### config.mk
export PLATFORM = sky130hd
export DESIGN_NAME = dma_buffer_chain_manager
export DESIGN_NICKNAME = d
export VERILOG_FILES = /design/src/rtl/dbcm_pkg.sv /design/src/rtl/dma_buffer_chain_manager.sv /design/src/rtl/dbcm_ram.sv /design/src/rtl/dbcm_ctrl.sv /design/src/rtl/dbcm_dp.sv
export SDC_FILE = /design/constraint.sdc
export NUM_CORES = 1
export LEC_CHECK = 0
export ABC_AREA = 1
export BUFFER_PORTS_ARGS = -buffer_cell sky130_fd_sc_hd__buf_4
export CAP_MARGIN = 25
export CORE_MARGIN = 3
export CORE_UTILIZATION = 45
export DETAILED_ROUTE_END_ITERATION = 10
export PLACE_DENSITY = 0.71
export SLEW_MARGIN = 10
export SYNTH_ARGS = -nofsm -noshare
export SYNTH_HDL_FRONTEND = slang
export SYNTH_HIERARCHICAL = 1
export SYNTH_SLANG_ARGS = --single-unit
### constraint.sdc
create_clock -name clk -period 10 [get_ports clk]
set_input_delay 3 -clock clk [delete_from_list [all_inputs] [get_ports clk]]
set_output_delay 3 -clock clk [all_outputs]
set_load 0.02 [all_outputs]
### src/rtl/dbcm_pkg.sv
// ----------------------------------------------------------------------------
// dbcm_pkg
// Shared constants, codes and controller/datapath interface types for the
// DMA buffer chain manager.
// ----------------------------------------------------------------------------
`default_nettype none

package dbcm_pkg;

  localparam int BUF_COUNT = 8;
  localparam int DATA_SIZE = 4096;

  localparam int IDX_W     = $clog2(BUF_COUNT);
  localparam int PTR_W     = $clog2(BUF_COUNT + 1);
  localparam int LEN_W     = $clog2(DATA_SIZE + 1);
  localparam int CAP_BYTES = BUF_COUNT * DATA_SIZE;
  localparam int USED_W    = $clog2(CAP_BYTES + 1);
  localparam int STORE_D   = BUF_COUNT * DATA_SIZE;

  localparam logic [PTR_W-1:0] NIL = PTR_W'(BUF_COUNT);

  localparam logic [1:0] REQ_PUSH  = 2'd0;
  localparam logic [1:0] REQ_FLUSH = 2'd1;
  localparam logic [1:0] REQ_RESET = 2'd2;

  localparam logic [1:0] ST_EMPTY   = 2'd0;
  localparam logic [1:0] ST_FILLING = 2'd1;
  localparam logic [1:0] ST_QUEUED  = 2'd2;

  typedef enum logic [3:0] {
    DP_NONE,
    DP_LATCH,
    DP_PUSH,
    DP_POOL_RESET,
    DP_NOP_RESULT,
    DP_SEARCH,
    DP_FREE_ACT,
    DP_ACT_FIN,
    DP_FREE_END,
    DP_IDLE_FIN
  } dp_cmd_t;

  typedef struct packed {
    logic [1:0] req;
    logic       active;
    logic       found;
    logic       search_over;
    logic       act_done;
    logic       end_cond;
    logic       end_done;
  } dp_status_t;

endpackage

`default_nettype wire

### src/rtl/dma_buffer_chain_manager.sv
// Push, pool reset and unknown requests give their result after the latch
// and decode steps; a flush additionally searches or frees the chain link
// by link with the shared link walker. Transactions are taken one at a
// time: a new one only while idle and with no result left for the sink.
// Reset (rst_n low, synchronous) empties the pool with buffer 0 filling.
// ----------------------------------------------------------------------------
// dma_buffer_chain_manager
// Buffer pool manager that fills DMA buffers byte by byte, chains full
// buffers into a descriptor queue, and frees or restarts them on flush.
// ----------------------------------------------------------------------------
`default_nettype none

module dma_buffer_chain_manager
  import dbcm_pkg::*;
(
  input  wire logic        clk,
  input  wire logic        rst_n,
  input  wire logic        in_tvalid,
  output logic             in_tready,
  // [7:0] data_byte, [8] dma_active, [9] dma_end, [10] cur_cb_valid,
  // [13:11] cur_cb_index, [15:14] zero
  input  wire logic [15:0] in_tdata,
  // [1:0] req_type
  input  wire logic [1:0]  in_tuser,
  output logic             out_tvalid,
  input  wire logic        out_tready,
  // [0] accepted, [1] start_dma, [4:2] start_index, [20:5] avail_bytes,
  // [23:21] zero
  output logic [23:0]      out_tdata
);

  // The controller sequences each transaction; the datapath holds the
  // buffer table and chain pointers and reports the walk conditions back.
  dp_cmd_t    cmd;
  dp_status_t st;

  logic        res_accepted;
  logic        res_start_dma;
  logic [2:0]  res_start_index;
  logic [15:0] res_avail_bytes;

  dbcm_ctrl u_ctrl (
    .clk       (clk),
    .rst_n     (rst_n),
    .in_valid  (in_tvalid),
    .in_ready  (in_tready),
    .out_valid (out_tvalid),
    .out_ready (out_tready),
    .st        (st),
    .cmd       (cmd)
  );

  dbcm_dp u_dp (
    .clk             (clk),
    .rst_n           (rst_n),
    .cmd             (cmd),
    .in_req_type     (in_tuser),
    .in_data_byte    (in_tdata[7:0]),
    .in_dma_active   (in_tdata[8]),
    .in_dma_end      (in_tdata[9]),
    .in_cur_cb_valid (in_tdata[10]),
    .in_cur_cb_index (in_tdata[13:11]),
    .st              (st),
    .res_accepted    (res_accepted),
    .res_start_dma   (res_start_dma),
    .res_start_index (res_start_index),
    .res_avail_bytes (res_avail_bytes)
  );

  // The result registers only change while a transaction is being worked on,
  // so they stay put while a finished result waits for the sink.
  assign out_tdata = {3'b000, res_avail_bytes, res_start_index, res_start_dma,
                      res_accepted};

endmodule

`default_nettype wire

### src/rtl/dbcm_ram.sv
// ----------------------------------------------------------------------------
// dbcm_ram
// Generic single-write, single-read RAM with registered read data.
// ----------------------------------------------------------------------------
`default_nettype none

module dbcm_ram #(
  parameter int WIDTH = 8,
  parameter int DEPTH = 256
) (
  input  wire logic                     clk,
  input  wire logic                     wr_en,
  input  wire logic [$clog2(DEPTH)-1:0] wr_addr,
  input  wire logic [WIDTH-1:0]         wr_data,
  input  wire logic [$clog2(DEPTH)-1:0] rd_addr,
  output logic      [WIDTH-1:0]         rd_data
);

  logic [WIDTH-1:0] mem [DEPTH];

  always_ff @(posedge clk) begin
    if (wr_en) begin
      mem[wr_addr] <= wr_data;
    end
    rd_data <= mem[rd_addr];
  end

endmodule

`default_nettype wire

### src/rtl/dbcm_ctrl.sv
// ----------------------------------------------------------------------------
// dbcm_ctrl
// Sequencer: accepts a transaction, steps the datapath through the chain walk
// and owns the result valid flag.
// ----------------------------------------------------------------------------
`default_nettype none

module dbcm_ctrl
  import dbcm_pkg::*;
(
  input  wire logic       clk,
  input  wire logic       rst_n,
  input  wire logic       in_valid,
  output logic            in_ready,
  output logic            out_valid,
  input  wire logic       out_ready,
  input  wire dp_status_t st,
  output dp_cmd_t         cmd
);

  typedef enum logic [2:0] {
    S_IDLE,
    S_DECODE,
    S_SEARCH,
    S_FREE_ACT,
    S_FREE_END
  } state_t;

  state_t state_r, state_nxt;
  logic   out_valid_r, out_valid_nxt;
  logic   done;

  assign in_ready  = (state_r == S_IDLE) && (!out_valid_r || out_ready);
  assign out_valid = out_valid_r;

  always_comb begin
    state_nxt = state_r;
    cmd       = DP_NONE;
    done      = 1'b0;
    case (state_r)
      S_IDLE: begin
        if (in_valid && in_ready) begin
          cmd       = DP_LATCH;
          state_nxt = S_DECODE;
        end
      end
      S_DECODE: begin
        case (st.req)
          REQ_PUSH: begin
            cmd  = DP_PUSH;
            done = 1'b1;
          end
          REQ_RESET: begin
            cmd  = DP_POOL_RESET;
            done = 1'b1;
          end
          REQ_FLUSH: begin
            if (st.active) begin
              state_nxt = S_SEARCH;
            end else if (st.end_cond) begin
              state_nxt = S_FREE_END;
            end else begin
              cmd  = DP_IDLE_FIN;
              done = 1'b1;
            end
          end
          default: begin
            cmd  = DP_NOP_RESULT;
            done = 1'b1;
          end
        endcase
      end
      S_SEARCH: begin
        if (st.found) begin
          state_nxt = S_FREE_ACT;
        end else if (st.search_over) begin
          cmd  = DP_NOP_RESULT;
          done = 1'b1;
        end else begin
          cmd = DP_SEARCH;
        end
      end
      S_FREE_ACT: begin
        if (st.act_done) begin
          cmd  = DP_ACT_FIN;
          done = 1'b1;
        end else begin
          cmd = DP_FREE_ACT;
        end
      end
      S_FREE_END: begin
        if (st.end_done) begin
          cmd  = DP_IDLE_FIN;
          done = 1'b1;
        end else begin
          cmd = DP_FREE_END;
        end
      end
      default: begin
        state_nxt = S_IDLE;
      end
    endcase
    if (done) begin
      state_nxt = S_IDLE;
    end
    out_valid_nxt = done ? 1'b1 : (out_valid_r && !out_ready);
  end

  always_ff @(posedge clk) begin
    if (!rst_n) begin
      state_r     <= S_IDLE;
      out_valid_r <= 1'b0;
    end else begin
      state_r     <= state_nxt;
      out_valid_r <= out_valid_nxt;
    end
  end

endmodule

`default_nettype wire

### src/rtl/dbcm_dp.sv
// ----------------------------------------------------------------------------
// dbcm_dp
// Datapath: buffer table, chain pointers, byte counter, result registers and
// the byte store.
// ----------------------------------------------------------------------------
`default_nettype none

module dbcm_dp
  import dbcm_pkg::*;
(
  input  wire logic        clk,
  input  wire logic        rst_n,
  input  wire dp_cmd_t     cmd,
  input  wire logic [1:0]  in_req_type,
  input  wire logic [7:0]  in_data_byte,
  input  wire logic        in_dma_active,
  input  wire logic        in_dma_end,
  input  wire logic        in_cur_cb_valid,
  input  wire logic [2:0]  in_cur_cb_index,
  output dp_status_t       st,
  output logic             res_accepted,
  output logic             res_start_dma,
  output logic [2:0]       res_start_index,
  output logic [15:0]      res_avail_bytes
);

  logic [1:0]       status_r [BUF_COUNT];
  logic [1:0]       status_nxt [BUF_COUNT];
  logic [LEN_W-1:0] len_r [BUF_COUNT];
  logic [LEN_W-1:0] len_nxt [BUF_COUNT];
  logic [PTR_W-1:0] link_r [BUF_COUNT];
  logic [PTR_W-1:0] link_nxt [BUF_COUNT];
  logic [PTR_W-1:0] head_r, head_nxt, tail_r, tail_nxt;
  logic [PTR_W-1:0] fill_r, fill_nxt, ltail_r, ltail_nxt;
  logic [USED_W-1:0] used_r, used_nxt;

  logic [1:0]       req_r, req_nxt;
  logic [7:0]       byte_r, byte_nxt;
  logic             active_r, active_nxt, end_r, end_nxt;
  logic             cvalid_r, cvalid_nxt;
  logic [2:0]       cidx_r, cidx_nxt;
  logic [PTR_W-1:0] cursor_r, cursor_nxt, cnt_r, cnt_nxt;
  logic             passed_r, passed_nxt, last_r, last_nxt;

  logic             acc_r, acc_nxt, start_r, start_nxt;
  logic [2:0]       sidx_r, sidx_nxt;
  logic [15:0]      avail_r, avail_nxt;
  logic             res_load;

  logic [PTR_W-1:0] first_empty;
  logic [PTR_W-1:0] cidx_ptr;

  logic                       ram_we;
  logic [$clog2(STORE_D)-1:0] ram_addr;

  assign cidx_ptr = PTR_W'(cidx_r);

  // Lowest empty buffer, or NIL when the pool is exhausted.
  always_comb begin
    first_empty = NIL;
    for (int i = BUF_COUNT - 1; i >= 0; i--) begin
      if (status_r[i] == ST_EMPTY) begin
        first_empty = PTR_W'(i);
      end
    end
  end

  always_comb begin
    logic [PTR_W-1:0]  f, d, h, t, lt;
    logic [IDX_W-1:0]  fi, di;
    logic [LEN_W-1:0]  l;
    logic [USED_W:0]   rem;
    f  = NIL;
    d  = NIL;
    h  = NIL;
    t  = NIL;
    lt = NIL;
    fi = '0;
    di = '0;
    l  = '0;
    rem = '0;
    for (int i = 0; i < BUF_COUNT; i++) begin
      status_nxt[i] = status_r[i];
      len_nxt[i]    = len_r[i];
      link_nxt[i]   = link_r[i];
    end
    head_nxt   = head_r;
    tail_nxt   = tail_r;
    fill_nxt   = fill_r;
    ltail_nxt  = ltail_r;
    used_nxt   = used_r;
    req_nxt    = req_r;
    byte_nxt   = byte_r;
    active_nxt = active_r;
    end_nxt    = end_r;
    cvalid_nxt = cvalid_r;
    cidx_nxt   = cidx_r;
    cursor_nxt = cursor_r;
    cnt_nxt    = cnt_r;
    passed_nxt = passed_r;
    last_nxt   = last_r;
    acc_nxt    = 1'b0;
    start_nxt  = 1'b0;
    sidx_nxt   = '0;
    res_load   = 1'b0;
    ram_we     = 1'b0;
    ram_addr   = '0;

    case (cmd)
      DP_LATCH: begin
        req_nxt    = in_req_type;
        byte_nxt   = in_data_byte;
        active_nxt = in_dma_active;
        end_nxt    = in_dma_end;
        cvalid_nxt = in_cur_cb_valid;
        cidx_nxt   = in_cur_cb_index;
        cursor_nxt = head_r;
        cnt_nxt    = '0;
        passed_nxt = 1'b0;
        last_nxt   = 1'b0;
      end
      DP_PUSH: begin
        res_load = 1'b1;
        f = (fill_r != NIL) ? fill_r : first_empty;
        if (f != NIL) begin
          fi = f[IDX_W-1:0];
          l  = len_r[fi];
          if (fill_r == NIL) begin
            status_nxt[fi] = ST_FILLING;
            link_nxt[fi]   = NIL;
            fill_nxt       = f;
            l              = '0;
          end
          if (l < LEN_W'(DATA_SIZE)) begin
            ram_we   = 1'b1;
            ram_addr = $clog2(STORE_D)'(fi * DATA_SIZE) + $clog2(STORE_D)'(l);
            l        = l + 1'b1;
            used_nxt = used_r + 1'b1;
            acc_nxt  = 1'b1;
          end
          len_nxt[fi] = l;
          // A full buffer is sealed onto the queued chain at once.
          if (l >= LEN_W'(DATA_SIZE)) begin
            status_nxt[fi] = ST_QUEUED;
            link_nxt[fi]   = NIL;
            if (tail_r != NIL) begin
              link_nxt[tail_r[IDX_W-1:0]] = f;
            end else begin
              head_nxt = f;
            end
            tail_nxt = f;
            fill_nxt = NIL;
          end
        end
      end
      DP_POOL_RESET: begin
        res_load = 1'b1;
        for (int i = 0; i < BUF_COUNT; i++) begin
          status_nxt[i] = ST_EMPTY;
          len_nxt[i]    = '0;
          link_nxt[i]   = NIL;
        end
        status_nxt[0] = ST_FILLING;
        head_nxt      = NIL;
        tail_nxt      = NIL;
        ltail_nxt     = NIL;
        fill_nxt      = '0;
        used_nxt      = '0;
      end
      DP_NOP_RESULT: begin
        res_load = 1'b1;
      end
      DP_SEARCH: begin
        cursor_nxt = link_r[cursor_r[IDX_W-1:0]];
        cnt_nxt    = cnt_r + 1'b1;
      end
      DP_FREE_ACT, DP_FREE_END: begin
        d  = head_r;
        di = d[IDX_W-1:0];
        if (d == ltail_r) begin
          passed_nxt = 1'b1;
          last_nxt   = 1'b1;
        end
        head_nxt       = link_r[di];
        status_nxt[di] = ST_EMPTY;
        len_nxt[di]    = '0;
        link_nxt[di]   = NIL;
        used_nxt       = used_r - USED_W'(len_r[di]);
        cnt_nxt        = cnt_r + 1'b1;
      end
      DP_ACT_FIN: begin
        res_load = 1'b1;
        if (passed_r) begin
          ltail_nxt = head_r;
        end
        if (head_r == NIL) begin
          tail_nxt = NIL;
        end
      end
      DP_IDLE_FIN: begin
        res_load = 1'b1;
        h  = head_r;
        t  = tail_r;
        lt = ltail_r;
        if (end_r && (lt != NIL)) begin
          if (h == NIL) begin
            t = NIL;
          end
          lt = NIL;
        end
        // Seal a partially filled buffer before the restart.
        if ((fill_r != NIL) && (len_r[fill_r[IDX_W-1:0]] != '0)) begin
          fi             = fill_r[IDX_W-1:0];
          status_nxt[fi] = ST_QUEUED;
          link_nxt[fi]   = NIL;
          if (t != NIL) begin
            link_nxt[t[IDX_W-1:0]] = fill_r;
          end else begin
            h = fill_r;
          end
          t        = fill_r;
          fill_nxt = NIL;
        end
        if ((h != NIL) && (len_r[h[IDX_W-1:0]] != '0)) begin
          lt        = t;
          start_nxt = 1'b1;
          sidx_nxt  = h[2:0];
        end
        head_nxt  = h;
        tail_nxt  = t;
        ltail_nxt = lt;
      end
      default: begin
      end
    endcase

    rem = (USED_W + 1)'(CAP_BYTES) - (USED_W + 1)'(used_nxt);
    avail_nxt = (rem > (USED_W + 1)'(16'hFFFF)) ? 16'hFFFF : 16'(rem);
  end

  always_ff @(posedge clk) begin
    if (!rst_n) begin
      for (int i = 0; i < BUF_COUNT; i++) begin
        status_r[i] <= ST_EMPTY;
        len_r[i]    <= '0;
        link_r[i]   <= NIL;
      end
      status_r[0] <= ST_FILLING;
      head_r      <= NIL;
      tail_r      <= NIL;
      ltail_r     <= NIL;
      fill_r      <= '0;
      used_r      <= '0;
    end else begin
      for (int i = 0; i < BUF_COUNT; i++) begin
        status_r[i] <= status_nxt[i];
        len_r[i]    <= len_nxt[i];
        link_r[i]   <= link_nxt[i];
      end
      head_r  <= head_nxt;
      tail_r  <= tail_nxt;
      ltail_r <= ltail_nxt;
      fill_r  <= fill_nxt;
      used_r  <= used_nxt;
    end
  end

  always_ff @(posedge clk) begin
    req_r    <= req_nxt;
    byte_r   <= byte_nxt;
    active_r <= active_nxt;
    end_r    <= end_nxt;
    cvalid_r <= cvalid_nxt;
    cidx_r   <= cidx_nxt;
    cursor_r <= cursor_nxt;
    cnt_r    <= cnt_nxt;
    passed_r <= passed_nxt;
    last_r   <= last_nxt;
    if (res_load) begin
      acc_r   <= acc_nxt;
      start_r <= start_nxt;
      sidx_r  <= sidx_nxt;
      avail_r <= avail_nxt;
    end
  end

  assign st.req         = req_r;
  assign st.active      = active_r;
  assign st.found       = cvalid_r && (cursor_r == cidx_ptr);
  assign st.search_over = (cursor_r == NIL) || (cnt_r == PTR_W'(BUF_COUNT));
  assign st.act_done    = (head_r == NIL) || (head_r == cidx_ptr);
  assign st.end_cond    = end_r && (ltail_r != NIL);
  assign st.end_done    = (head_r == NIL) || last_r || (cnt_r == PTR_W'(BUF_COUNT));

  assign res_accepted    = acc_r;
  assign res_start_dma   = start_r;
  assign res_start_index = sidx_r;
  assign res_avail_bytes = avail_r;

  dbcm_ram #(
    .WIDTH (8),
    .DEPTH (STORE_D)
  ) u_store (
    .clk     (clk),
    .wr_en   (ram_we),
    .wr_addr (ram_addr),
    .wr_data (byte_r),
    .rd_addr (ram_addr),
    .rd_data ()
  );

endmodule

`default_nettype wire

* Word-level counts from Yosys, hierarchy flattened *
Memories as Yosys holds them, arrays and structs flattened. A register that Yosys moved wholly into a read port is not among the register bits.
Index checks and enable logic that the tools add are counted.

word-level totals
  flip-flop bits (word level) = 74
  bits in writable memories = 152
  memories kept = 3
  input bits = 22
  logic and storage cells = 334

memories
  name           words  bits a word  rd ports  clocked after memory_dff  wr ports  RTL line       source
  u_dp.len_r     8      13           12        2                         8         dbcm_dp.sv:29  logic [LEN_W-1:0] len_r [BUF_COUNT];
  u_dp.link_r    8      4            10        2                         8         dbcm_dp.sv:31  logic [PTR_W-1:0] link_r [BUF_COUNT];
  u_dp.status_r  8      2            8         0                         8         dbcm_dp.sv:27  logic [1:0] status_r [BUF_COUNT];

cells by class
  order comparisons = 13
  reductions and logical operators = 51
  add/sub/neg operators = 5
  muxes and demuxes = 147
  equal/unequal tests = 40
  bitwise gates (word level) = 56

operators with widths
  operator                              count
  one-hot mux 104 bit (3 select lines)  1
  2-to-1 mux 32 bit                     8
  2-to-1 mux 13 bit                     16
  2-to-1 mux 4 bit                      44
  2-to-1 mux 16 bit                     8
  one-hot mux 32 bit (4 select lines)   1
  bitwise AND 104 bit                   1
  bitwise mux 104 bit                   1
  2-to-1 mux 104 bit                    1
  inverter 104 bit                      1
  bitwise AND 24 bit                    4
  demux 13 bit (select 3 bit)           2
  inverter 24 bit                       3
  bitwise mux 32 bit                    2
  one-hot mux 16 bit (4 select lines)   1
  demux 4 bit (select 3 bit)            5
  OR 8 bit                              7
  one-hot mux 16 bit (3 select lines)   1
  2-to-1 mux 3 bit                      12
  one-hot mux 4 bit (3 select lines)    3
  one-hot mux 4 bit (4 select lines)    2
  nonzero test 13 bit                   2
  OR 1 bit                              25
  bitwise AND 8 bit                     3
  54 further kinds                      158

* Logic depth before layout (Yosys ltp) *
An unclocked memory read counts as a cell.

  depth in word-level cells = 28
  mapped depth = 31

* Cells and area by module *
The synthesis kept the hierarchy.

modules (own cells, without submodules)
  module                    times used  cells each  area each (µm²)  seq. area each (µm²)
  dbcm_dp                   1           2627        16363.2          5004.8
  dbcm_ctrl                 1           65          390.4            80.1
  dma_buffer_chain_manager  1           6           41.3             0.0

* Least setup slack after synthesis *
OpenSTA, ideal clock, no wires.

  path kind = input-to-output
  start = in out_tready
  end = out in_tready
  path slack = 3.452 ns
  cell stages on the path = 2
  data required time = 7.000 ns
  arrival time = 3.548 ns
  buffers on the path = 0
  path through = nor2_1 -> nor3_1

on the way
  word-level cells in the longest chain between the ends = 2

RTL lines
  what               RTL line                        source
  start, declared    dma_buffer_chain_manager.sv:26  input wire logic out_tready,
  logical OR 1 bit   dbcm_ctrl.sv:33                 assign in_ready = (state_r == S_IDLE) && (!out_valid_r || out_ready);
  logical AND 1 bit  dbcm_ctrl.sv:33
  end, declared      dma_buffer_chain_manager.sv:19  output logic in_tready,

Every way passes these cells.

==> out/metrics.cfg <==
[global_routing]
grt_antenna_before_repair=0
grt_usage_pct=28.9
grt_max_degree=89
grt_pass1_wl_mm=91.9
grt_overflow_total=0
grt_pass1_vias=16900

[clock_network]
post-cts-setup-buffers=0
cts-root-buf=clkbuf_16
h-tree-depth=1
insertion_delay_ns=0.56
cts_resized=0
cts_tree=built
clock-sinks=235
holdBufCountCts=0
path_clk_slew_ns=0.06
clockBufferDepth=3
cts_buffers=26

[timing]
fin_crit_sh_pct=70.9
timing_hold_violations_final=0
setup_viol=0
skew_ns=0.0209
min_period_ns=7.09
slew_violations=0
rsz0062_at_grt=false
fmax_ghz=0.141
fin_setup_tns_ns=0
whs_ns=0.468
tightest_slew_ns=1.07
slew_headroom_pct=28.5

[die]
die_w_um=199
fp.dieH_um=199
core-area_um2=36700
dieArea_um2=39700
start_util_pct=45.8
ios=48
rows=70

[route]
viasPerCell=5.93
drt_iter0_markers=2542
ant_nets=0
wl_per_cell_um=18.9
drcViolationCount=0
vias=18700
firstDrtPassIters=7
wirelength_mm=59.7

[placement]
hpwl_mm=42.8
place_inst=3103
port_buffers=34
gp_congestion=1.01

[synth]
ys.flop_type=dfxtp_1
syn_inst=2698
synth_cell_types=57
synth_async_sr_flop_share_pct=0
ys_seq_area_share_pct=30.3
yosys_warnings=6
synth-edff-count=38
synth_area_um2=16800
avgSynthCellArea_um2=6.22
synth-seq-cells=235

[setup_path]
startpoint_type=primary input
required_ns=10.39
r2r_start=u_dp/head_r[0]
critPathKind=primary input to register
worstPathMaxFanout=19
startpoint=out_tready
arrival_ns=7.47
end_kind=register

[cells_and_area]
drive_above_1_share_pct=8.49
multi_input_area_um2=10000
fin_cells=3153
ff_latch_area_um2=5090
antenna_cells=0
post-route-util_pct=49.6
nets=2707
nFillCells=3685
syn_to_final_growth_pct=8.40

[run]
max-cap-violations=0

[status]
outcome=completed

[min_path]
hold_path_class=register to register

-- cells in the final DEF, fill, tap and decap left out, types with 6 or more instances in the layout --
cell type / instances
nand2_1: 666
a21oi_1: 308
inv_1: 275
nor2_1: 228
o21ai_0: 222
nand3_1: 198
dfxtp_1: 196
nor3_1: 55
buf_4: 54
nand4_1: 47
o21ai_1: 43
edfxtp_1: 38
nand2_2: 35
clkbuf_16: 27
inv_2: 23
o22ai_1: 23
ha_1: 19
xor2_1: 18
a31oi_1: 17
nor2_2: 15
nand3b_1: 15
clkinv_1: 14
or2_2: 11
nor4_1: 11
nand3_2: 9
nor2_4: 9
a211oi_1: 9
o211ai_1: 7
o31ai_1: 7
a221oi_1: 7
nand2_4: 6
-- cell usage after synthesis (3+ instances only) --
library cell  count  area, µm²
a211oi_1          9       67.6
a21oi_1         308       1540
a221oi_1          7       61.3
a31oi_1          17        106
buf_1             5       18.8
buf_2            11       55.1
buf_4             9       67.6
buf_6             7       78.8
clkbuf_1         88        330
clkinv_1         10       37.5
dfxtp_1         197       3940
edfxtp_1         38       1140
ha_1             19        238
inv_1           276       1040
inv_2            23       86.3
nand2_1         666       2500
nand2_2          35        219
nand2_4           6       67.6
nand3_1         198        991
nand3_2           9       90.1
nand3_4           3       52.6
nand3b_1         15        113
nand4_1          47        294
nor2_1          229        860
nor2_2           14       87.6
nor2_4            9        101
nor3_1           57        285
nor3_2            3       30.0
nor3b_1           3       22.5
nor4_1           11       68.8
o2111ai_1         5       43.8
o211ai_1          7       52.6
o21ai_0         222       1110
o21ai_1          43        215
o221ai_1          4       35.0
o22ai_1          23        144
o311ai_0          3       26.3
o31ai_1           7       52.6
or2_2            11       68.8
xnor2_1           5       43.8
xor2_1           18        158
-- stage by stage --
| stage | setup WS [ns] | instance area (µm²) |
|---|---|---|
| after floorplan | 3.45 | 16800 |
| after global placement | 2.76 | 17300 |
| after detailed placement | 2.60 | 17300 |
| after CTS | 3.17 | 18200 |
| after global routing | 2.74 | 18200 |
| final | 2.91 | 18200 |
-- path summary, 6_finish.rpt --
| kind | endpoint | slack, ns | depth (start not counted) |
|---|---|---|---|
| max | register | 2.91 | 18 |
| min | register | 0.47 | 2 |
| max reg2reg | register | 3.86 | 21 |
| min reg2reg | register | 0.47 | 2 |
-- worst max-delay path, stage by stage --
cell	delay, ns
buf_4	0.11
nor2_1	0.19
nor3_1	0.10
a21oi_1	0.16
nand3_1	0.19
inv_1	0.18
nand4_1	0.10
nand2_1	0.57
nor2_1	0.10
buf_4	0.24
nor2_1	0.62
clkinv_1	0.57
a21oi_1	0.41
inv_1	0.14
nor2_1	0.13
clkinv_1	0.40
nand2_1	0.17
a21oi_1	0.08
-- area by class of cell --
class	count	area share, %
clock inverters	18	1.25
multi-input cells	2034	55.0
well taps	468	3.22
clock buffers	30	3.77
inverters	311	6.47
flip-flops and latches	235	27.9
repair buffers	57	2.40
-- cell families after synthesis --
group / Yosys count / share of synthesized area (%)
AND/OR/NAND/NOR: 1320 / 35.3
AO/OA/AOI/OAI: 667 / 21.3
buffers and inverters: 431 / 10.3
flip-flops: 235 / 30.3
XOR/XNOR: 24 / 1.30
adder cells (fa/ha/maj): 20 / 1.53
other: 1 / 0.0223
-- routing by layer --
metal / global-route usage [%] / part of all wire (%)
met2: 46.5 / 44
met4: 9.63 / 3.8
met1: 38.3 / 40
met5: 0 / 0
met3: 6.78 / 12
Power is left out: the tool's default activity adds up to more than one toggle a clock period on the data nets, which glitch-free logic cannot reach.
